### src/rtl/aflc_pkg.sv
package aflc_pkg;

	localparam int WAYS  = 4;
	localparam int WAY_W = (WAYS > 1) ? $clog2(WAYS) : 1;
	localparam int CNT_W = $clog2(WAYS + 1);

	localparam int KEY_W   = 16;
	localparam int VALUE_W = 16;
	localparam int STAMP_W = 32;
	localparam int HITS_W  = 32;

	localparam int ADDR_W = 3;
	localparam logic REG_POLICY = 1'b0;

	localparam logic POLICY_FIFO = 1'b0;
	localparam logic POLICY_LRU  = 1'b1;

	typedef enum logic [1:0] {
		ST_IDLE,
		ST_LOOKUP,
		ST_SCAN
	} state_t;

	typedef struct packed {
		logic [STAMP_W-1:0] stamp;
		logic [WAY_W-1:0]   idx;
	} best_t;

	typedef struct packed {
		logic entry_en;
		logic stamp_en;
	} cell_wr_t;

endpackage

### src/rtl/assoc_cache_fifo_lru.sv
// Small fully associative cache built as a row of way cells.
// Input stream s_axis: each transaction carries a lookup key and the
// backing-store value for that key. Output stream m_axis: one transaction per
// request with the key, the returned value, the running hit count and a hit
// flag in tuser. The APB port holds one register, the replacement policy
// (0 round robin, 1 least recently used); the user must write it only while
// the block idles, as the block itself does not enforce this. A request is
// registered on acceptance, then the tag compare runs in parallel in every
// cell, and the result goes to the output register. A miss with all ways full
// under LRU adds a scan state, the time the oldest stamp needs to ripple
// through the row of cells. Requests are accepted only in the idle state, so a
// new one waits for the last to commit; a full LRU miss holds it off longer.
// A new request is accepted while the previous result still waits in the
// output register; if the receiver stalls, the next request holds before
// its commit until the output register is free, and the input then stalls.
// Reset empties the cache, clears the hit count and the stamp clock, and
// selects round robin replacement. No clearing pass is needed.
module assoc_cache_fifo_lru (
	input  logic                         clk,
	input  logic                         arst_n,
	input  logic                         s_axis_tvalid,
	output logic                         s_axis_tready,
	// lookup_key [15:0], backing_value [31:16]
	input  logic [31:0]                  s_axis_tdata,
	output logic                         m_axis_tvalid,
	input  logic                         m_axis_tready,
	// out_key [15:0], out_value [31:16], hit_total [63:32]
	output logic [63:0]                  m_axis_tdata,
	// was_hit [0]
	output logic                         m_axis_tuser,
	input  logic                         psel,
	input  logic                         penable,
	input  logic                         pwrite,
	input  logic [aflc_pkg::ADDR_W-1:0]  paddr,
	input  logic [31:0]                  pwdata,
	output logic [31:0]                  prdata,
	output logic                         pready
);
	import aflc_pkg::*;

	state_t state_q, state_next;

	logic                policy_q;
	logic [KEY_W-1:0]    key_q;
	logic [VALUE_W-1:0]  val_q;
	logic [CNT_W-1:0]    filled_q;
	logic [WAY_W-1:0]    fifo_ptr_q;
	logic [STAMP_W-1:0]  use_clock_q;
	logic [HITS_W-1:0]   hit_cnt_q;
	logic [WAY_W-1:0]    scan_cnt_q;

	logic                out_valid_q;
	logic [KEY_W-1:0]    out_key_q;
	logic [VALUE_W-1:0]  out_value_q;
	logic                out_hit_q;
	logic [HITS_W-1:0]   out_hits_q;

	logic [WAYS-1:0]     match_vec;
	logic [WAYS-1:0]     filled_vec;
	logic [VALUE_W-1:0]  value_vec [WAYS];
	best_t               best_vec [WAYS];
	cell_wr_t            wr_vec [WAYS];

	logic                accept;
	logic                cfg_wr;
	logic                out_free;
	logic                hit;
	logic [WAY_W-1:0]    hit_way;
	logic                full;
	logic                need_scan;
	logic                commit;
	logic [WAY_W-1:0]    target;
	logic [VALUE_W-1:0]  result_value;

	assign accept   = s_axis_tvalid && s_axis_tready;
	assign cfg_wr   = psel && penable && pwrite && pready;
	assign out_free = !out_valid_q || m_axis_tready;
	assign full     = (filled_q == CNT_W'(WAYS));

	assign pready = 1'b1;

	always_comb begin
		prdata = '0;
		if (paddr[2] == REG_POLICY) begin
			prdata = {31'd0, policy_q};
		end
	end

	always_comb begin
		hit     = 1'b0;
		hit_way = '0;
		for (int i = WAYS - 1; i >= 0; i--) begin
			if (match_vec[i]) begin
				hit     = 1'b1;
				hit_way = WAY_W'(i);
			end
		end
	end

	assign need_scan = !hit && full && (policy_q == POLICY_LRU);

	always_comb begin
		if (hit) begin
			target = hit_way;
		end else if (!full) begin
			target = filled_q[WAY_W-1:0];
		end else if (policy_q == POLICY_LRU) begin
			target = best_vec[WAYS-1].idx;
		end else begin
			target = fifo_ptr_q;
		end
	end

	assign result_value = hit ? value_vec[hit_way] : val_q;

	always_comb begin
		state_next    = state_q;
		commit        = 1'b0;
		s_axis_tready = 1'b0;
		unique case (state_q)
			ST_IDLE: begin
				s_axis_tready = 1'b1;
				if (s_axis_tvalid) begin
					state_next = ST_LOOKUP;
				end
			end
			ST_LOOKUP: begin
				if (need_scan) begin
					state_next = ST_SCAN;
				end else if (out_free) begin
					commit     = 1'b1;
					state_next = ST_IDLE;
				end
			end
			ST_SCAN: begin
				if (scan_cnt_q == WAY_W'(WAYS - 1) && out_free) begin
					commit     = 1'b1;
					state_next = ST_IDLE;
				end
			end
			default: begin
				state_next = ST_IDLE;
			end
		endcase
	end

	always_ff @(posedge clk or negedge arst_n) begin
		if (!arst_n) begin
			state_q <= ST_IDLE;
		end else begin
			state_q <= state_next;
		end
	end

	always_ff @(posedge clk or negedge arst_n) begin
		if (!arst_n) begin
			policy_q    <= POLICY_FIFO;
			filled_q    <= '0;
			fifo_ptr_q  <= '0;
			use_clock_q <= '0;
			hit_cnt_q   <= '0;
			scan_cnt_q  <= '0;
			out_valid_q <= 1'b0;
		end else begin
			if (cfg_wr && paddr[2] == REG_POLICY) begin
				policy_q <= pwdata[0];
			end
			if (state_q == ST_SCAN) begin
				if (scan_cnt_q != WAY_W'(WAYS - 1)) begin
					scan_cnt_q <= scan_cnt_q + 1'b1;
				end
			end else begin
				scan_cnt_q <= '0;
			end
			if (commit) begin
				out_valid_q <= 1'b1;
				if (hit) begin
					hit_cnt_q <= hit_cnt_q + 1'b1;
				end
				if (!hit || policy_q == POLICY_LRU) begin
					use_clock_q <= use_clock_q + 1'b1;
				end
				if (!hit && !full) begin
					filled_q <= filled_q + 1'b1;
				end
				if (!hit && full && policy_q == POLICY_FIFO) begin
					if (fifo_ptr_q == WAY_W'(WAYS - 1)) begin
						fifo_ptr_q <= '0;
					end else begin
						fifo_ptr_q <= fifo_ptr_q + 1'b1;
					end
				end
			end else if (m_axis_tready) begin
				out_valid_q <= 1'b0;
			end
		end
	end

	always_ff @(posedge clk) begin
		if (accept) begin
			key_q <= s_axis_tdata[15:0];
			val_q <= s_axis_tdata[31:16];
		end
		if (commit) begin
			out_key_q   <= key_q;
			out_value_q <= result_value;
			out_hit_q   <= hit;
			out_hits_q  <= hit ? hit_cnt_q + 1'b1 : hit_cnt_q;
		end
	end

	for (genvar i = 0; i < WAYS; i++) begin : g_way
		best_t best_in;

		assign filled_vec[i] = (CNT_W'(i) < filled_q);
		assign wr_vec[i].entry_en = commit && !hit && (target == WAY_W'(i));
		assign wr_vec[i].stamp_en = commit && (target == WAY_W'(i))
			&& (!hit || policy_q == POLICY_LRU);

		if (i == 0) begin : g_head
			assign best_in = '{stamp: '1, idx: '0};
		end else begin : g_link
			assign best_in = best_vec[i-1];
		end

		aflc_cell u_cell (
			.clk      (clk),
			.index    (WAY_W'(i)),
			.filled   (filled_vec[i]),
			.key      (key_q),
			.wr       (wr_vec[i]),
			.wr_tag   (key_q),
			.wr_value (val_q),
			.wr_stamp (use_clock_q),
			.best_in  (best_in),
			.match    (match_vec[i]),
			.value    (value_vec[i]),
			.best_out (best_vec[i])
		);
	end

	assign m_axis_tvalid = out_valid_q;
	assign m_axis_tdata  = {out_hits_q, out_value_q, out_key_q};
	assign m_axis_tuser  = out_hit_q;

	a_filled_bound: assert property (@(posedge clk) disable iff (!arst_n)
		filled_q <= CNT_W'(WAYS))
		else $error("fill count exceeds the number of ways");

	a_ptr_bound: assert property (@(posedge clk) disable iff (!arst_n)
		fifo_ptr_q <= WAY_W'(WAYS - 1))
		else $error("round robin pointer out of range");

	a_single_match: assert property (@(posedge clk) disable iff (!arst_n)
		state_q == ST_LOOKUP |-> $onehot0(match_vec))
		else $error("key held in more than one way");

	a_hit_count: assert property (@(posedge clk) disable iff (!arst_n)
		commit && hit |=> hit_cnt_q == $past(hit_cnt_q) + 1'b1)
		else $error("hit count did not advance on a hit");

	a_ptr_still: assert property (@(posedge clk) disable iff (!arst_n)
		!full |=> $stable(fifo_ptr_q))
		else $error("round robin pointer moved while free ways remain");

endmodule

### src/rtl/aflc_cell.sv
module aflc_cell (
	input  logic                           clk,
	input  logic [aflc_pkg::WAY_W-1:0]     index,
	input  logic                           filled,
	input  logic [aflc_pkg::KEY_W-1:0]     key,
	input  aflc_pkg::cell_wr_t             wr,
	input  logic [aflc_pkg::KEY_W-1:0]     wr_tag,
	input  logic [aflc_pkg::VALUE_W-1:0]   wr_value,
	input  logic [aflc_pkg::STAMP_W-1:0]   wr_stamp,
	input  aflc_pkg::best_t                best_in,
	output logic                           match,
	output logic [aflc_pkg::VALUE_W-1:0]   value,
	output aflc_pkg::best_t                best_out
);
	import aflc_pkg::*;

	logic [KEY_W-1:0]   tag_q;
	logic [VALUE_W-1:0] value_q;
	logic [STAMP_W-1:0] stamp_q;
	best_t              best_q;

	always_ff @(posedge clk) begin
		if (wr.entry_en) begin
			tag_q   <= wr_tag;
			value_q <= wr_value;
		end
		if (wr.stamp_en) begin
			stamp_q <= wr_stamp;
		end
		// The oldest stamp seen so far moves one cell down the row each cycle.
		if (stamp_q < best_in.stamp) begin
			best_q <= '{stamp: stamp_q, idx: index};
		end else begin
			best_q <= best_in;
		end
	end

	assign match    = filled && (tag_q == key);
	assign value    = value_q;
	assign best_out = best_q;

endmodule

### config.mk
export PLATFORM = sky130hd
export DESIGN_NAME = assoc_cache_fifo_lru
export DESIGN_NICKNAME = d
export VERILOG_FILES = /design/src/rtl/aflc_pkg.sv /design/src/rtl/assoc_cache_fifo_lru.sv /design/src/rtl/aflc_cell.sv
export SDC_FILE = /design/constraint.sdc
export NUM_CORES = 1
export LEC_CHECK = 0
export BUFFER_PORTS_ARGS = -buffer_cell sky130_fd_sc_hd__buf_2
export CORE_MARGIN = 3
export CORE_UTILIZATION = 33
export DETAILED_ROUTE_END_ITERATION = 12
export HOLD_SLACK_MARGIN = 0.03
export PLACE_DENSITY = 0.51
export SYNTH_ARGS = -nofsm -noshare
export SYNTH_HDL_FRONTEND = slang
export SYNTH_SLANG_ARGS = --single-unit
### constraint.sdc
create_clock -name clk -period 9 [get_ports clk]
set_clock_uncertainty 0.2 [all_clocks]
set_input_delay 0.9 -clock clk [delete_from_list [all_inputs] [get_ports clk]]
set_output_delay 0.9 -clock clk [all_outputs]
set_load 0.01 [all_outputs]
==> run summary <==
Outcome: completed
YS warnings: 0
Core outline area: 64,930 um^2
Starting density of the core: 0.3359
Remaining DRCs: 0
# diodes: 0
Max-cap violations: 0
Clock transition at the registers of the reported paths: 0.06 ns
Largest net degree at the start of global routing: 66
Most common cell in the netlist: edfxtp_1
Final hold viol count: 0
DP HPWL: 29,030 um
Fillers: 6,153
FF+latch area: 14,500 um^2
Clock latency on the worst-skew pair: 0.62 ns
Worst path slowest cell: nor2_4
Final setup violating endpoints: 0
Row Count: 93
Setup TNS: 0 ns
Top post-synthesis cells by area: edfxtp_1, dfxtp_1, dfrtp_1
Slew @ Worst Pin: 1.134 ns
Hold Path Class: flop to flop
CP Max Fanout: 32
Cell leakage power: 9.864 nW
Post-CTS Resized: 0
Clk sinks: 529
Number of global-route vias before repair: 12,432
Gpl congestion: 0.7809
Die X: 263.1 um
Power Density: 274.9 nW/um^2
Netlist cell types: 64
Final nets: 1,835
Min Tclk post-route: 4.221 ns
Number of buffers added on ports: 108
EDFF count, synth: 353
Via Count: 11,809
CTS tree: built
Synthesized area: 21,810 um^2
Die area: 69,210 um^2
Drt first pass iters: 4
Top FF cell, synth: edfxtp_1
RSZ-0062 raised after global routing: false
Endpoint arrival time on the critical path: 4.22 ns
Layout cells sized above 1: 0.1863
TritonCTS buffer count: 57
Global-route wire length before repair: 71,070 um
Top cells by count, synth: edfxtp_1, inv_1, ha_1
Placed Area: 23,280 um^2
Clock buffer depth: 3
Area share of the largest cell type after synthesis: 0.4860
Register bit total from synthesis: 529
Endpoint type of the worst setup path: flop
Cell chain of the critical path: xor2_1 > or4_1 > nor4_2 > a32o_2 > o31ai_4 > nor2_2 > nand2_1 > nor2_4
Die Span Y: 263.1 um
H-tree depth: 2
F_max: 0.2369 GHz
CTS Root Cell: clkbuf_16
Cells after Synth: 1,534
Initial DRC Count: 652
Final wirelength: 44,890 um
Initial antenna violation count: 1
Worst relative slew slack: 0.2419
Routed Antenna Nets: 0
Synth area leader: edfxtp_1
Syn_area_per_cell: 14.22 um^2
Via-to-Cell Ratio: 4.609
Pins Over Slew Limit: 0
Worst endpoint required time: 9.00 ns
Global-route congestion overflow total: 0
Ys async rst share: 0.1418
Top Ports: 174
Peak supply drop: 0.1557 mV
Setup CP Type: flop to flop
WL per Instance: 17.52 um
Period utilisation layout: 0.4690
Multi-input logic area: 6658 um^2
Design area: 25,180 um^2
Overall global routing resource usage: 0.1288
Setup crit start kind: flop
Sequential area share after synthesis: 0.6648
Crit path largest cell delay: 0.90 ns
Layout area overhead: 15.45%
-- worst max-delay path, delay by kind of cell, from the launching register on --
family          cells  cell delay [ns]
compound gates      2             0.32
xor+xnor            1             0.25
flops               1             0.58
simple gates        5             2.43
-- through the flow --
stage	hold WS (ns)	power (mW)	setup WS [ns]	util	cells
after global routing	0.1408	7.308	4.537	0.3878	2562
after floorplan	0.1819	4.164	4.646	-	1564
after global placement	0.1235	4.635	4.817	0.3586	2454
after CTS	0.1315	7.048	4.680	0.3878	2562
after detailed placement	0.1269	4.658	4.755	0.3586	2454
final	0.1264	6.922	4.779	0.3878	2562
-- cell type report --
cell class	instances	share of cell area
Clock inverter	28	0.01252
Tap cell	855	0.04249
Clock buffer	79	0.06236
Inverter	107	0.01595
Multi-Input combinational cell	840	0.2644
Sequential cell	529	0.5758
Timing Repair Buffer	124	0.02644
-- placed cells by master (no fill, tap or decap), drive strengths merged, types with 60 or more instances in the layout --
cell type,Yosys,layout
xnor2,92,92
xor2,68,68
edfxtp,353,353
inv,107,108
mux2,85,85
buf,43,123
nand2,63,63
dfrtp,75,75
nor2,60,60
dfxtp,101,101
clkbuf,45,79
ha,102,102
-- flip-flops by register name, summed over array words and instances (netlist names) --
signal / count
val_q: 16
m_axis_tvalid: 1
scan_cnt_q: 2
out_key_q: 16
g_way.u_cell.value: 64
filled_q: 3
use_clock_q: 32
hit_cnt_q: 32
g_way.u_cell.stamp_q: 128
out_hits_q: 32
g_way.u_cell.tag_q: 64
policy_q: 1
key_q: 16
state_q: 2
out_value_q: 16
g_way.u_cell.best_out: 101
m_axis_tuser: 1
fifo_ptr_q: 2
-- routing by layer --
metal	global-route usage	routed length [um]	vias up
met2	0.2184	21900	175
met4	0.03546	838	2
li1	-	-	5710
met5	0	11	-
met1	0.1699	20600	5859
met3	0.02262	1536	63
-- logic make-up after synthesis --
family | Yosys count | share of synthesized area
simple gates | 302 | 0.07504
buf+inv | 195 | 0.03981
flops | 529 | 0.6648
fa+ha+maj | 102 | 0.05852
other cells | 2 | 0.0003443
mux | 105 | 0.05307
xor+xnor | 160 | 0.06425
compound gates | 139 | 0.04418
-- final timing paths --
kind	cells after the start	to	startpoint	slack, ns
min in group asynchronous	2	use_clock_q[31]$_DFFE_PN0P_	arst_n	0.54
setup / recovery	8	g_way[3].u_cell.stamp_q[17]$_DFFE_PP_	key_q[5]$_DFFE_PP_	4.78
setup reg to reg	8	g_way[3].u_cell.stamp_q[17]$_DFFE_PP_	key_q[5]$_DFFE_PP_	4.78
hold / removal	0	g_way[0].u_cell.best_out[9]$_SDFF_PP1_	g_way[0].u_cell.stamp_q[7]$_DFFE_PP_	0.13
hold reg to reg	0	g_way[0].u_cell.best_out[9]$_SDFF_PP1_	g_way[0].u_cell.stamp_q[7]$_DFFE_PP_	0.13
max in group asynchronous	3	use_clock_q[9]$_DFFE_PN0P_	arst_n	6.94
-- where the power goes --
group          switching (mW)  total [mW]  internal (mW)
clock network           0.953        2.34           1.39
logic                   0.765        1.26          0.491
registers               0.215        3.32           3.11
-- what timing repair did --
action | CTS | global route
hold buffers | 1 | 0
endpoints found under the hold margin | 18 | 0
buffers inserted | 0 | 0
(Power assumes the default switching activity.)
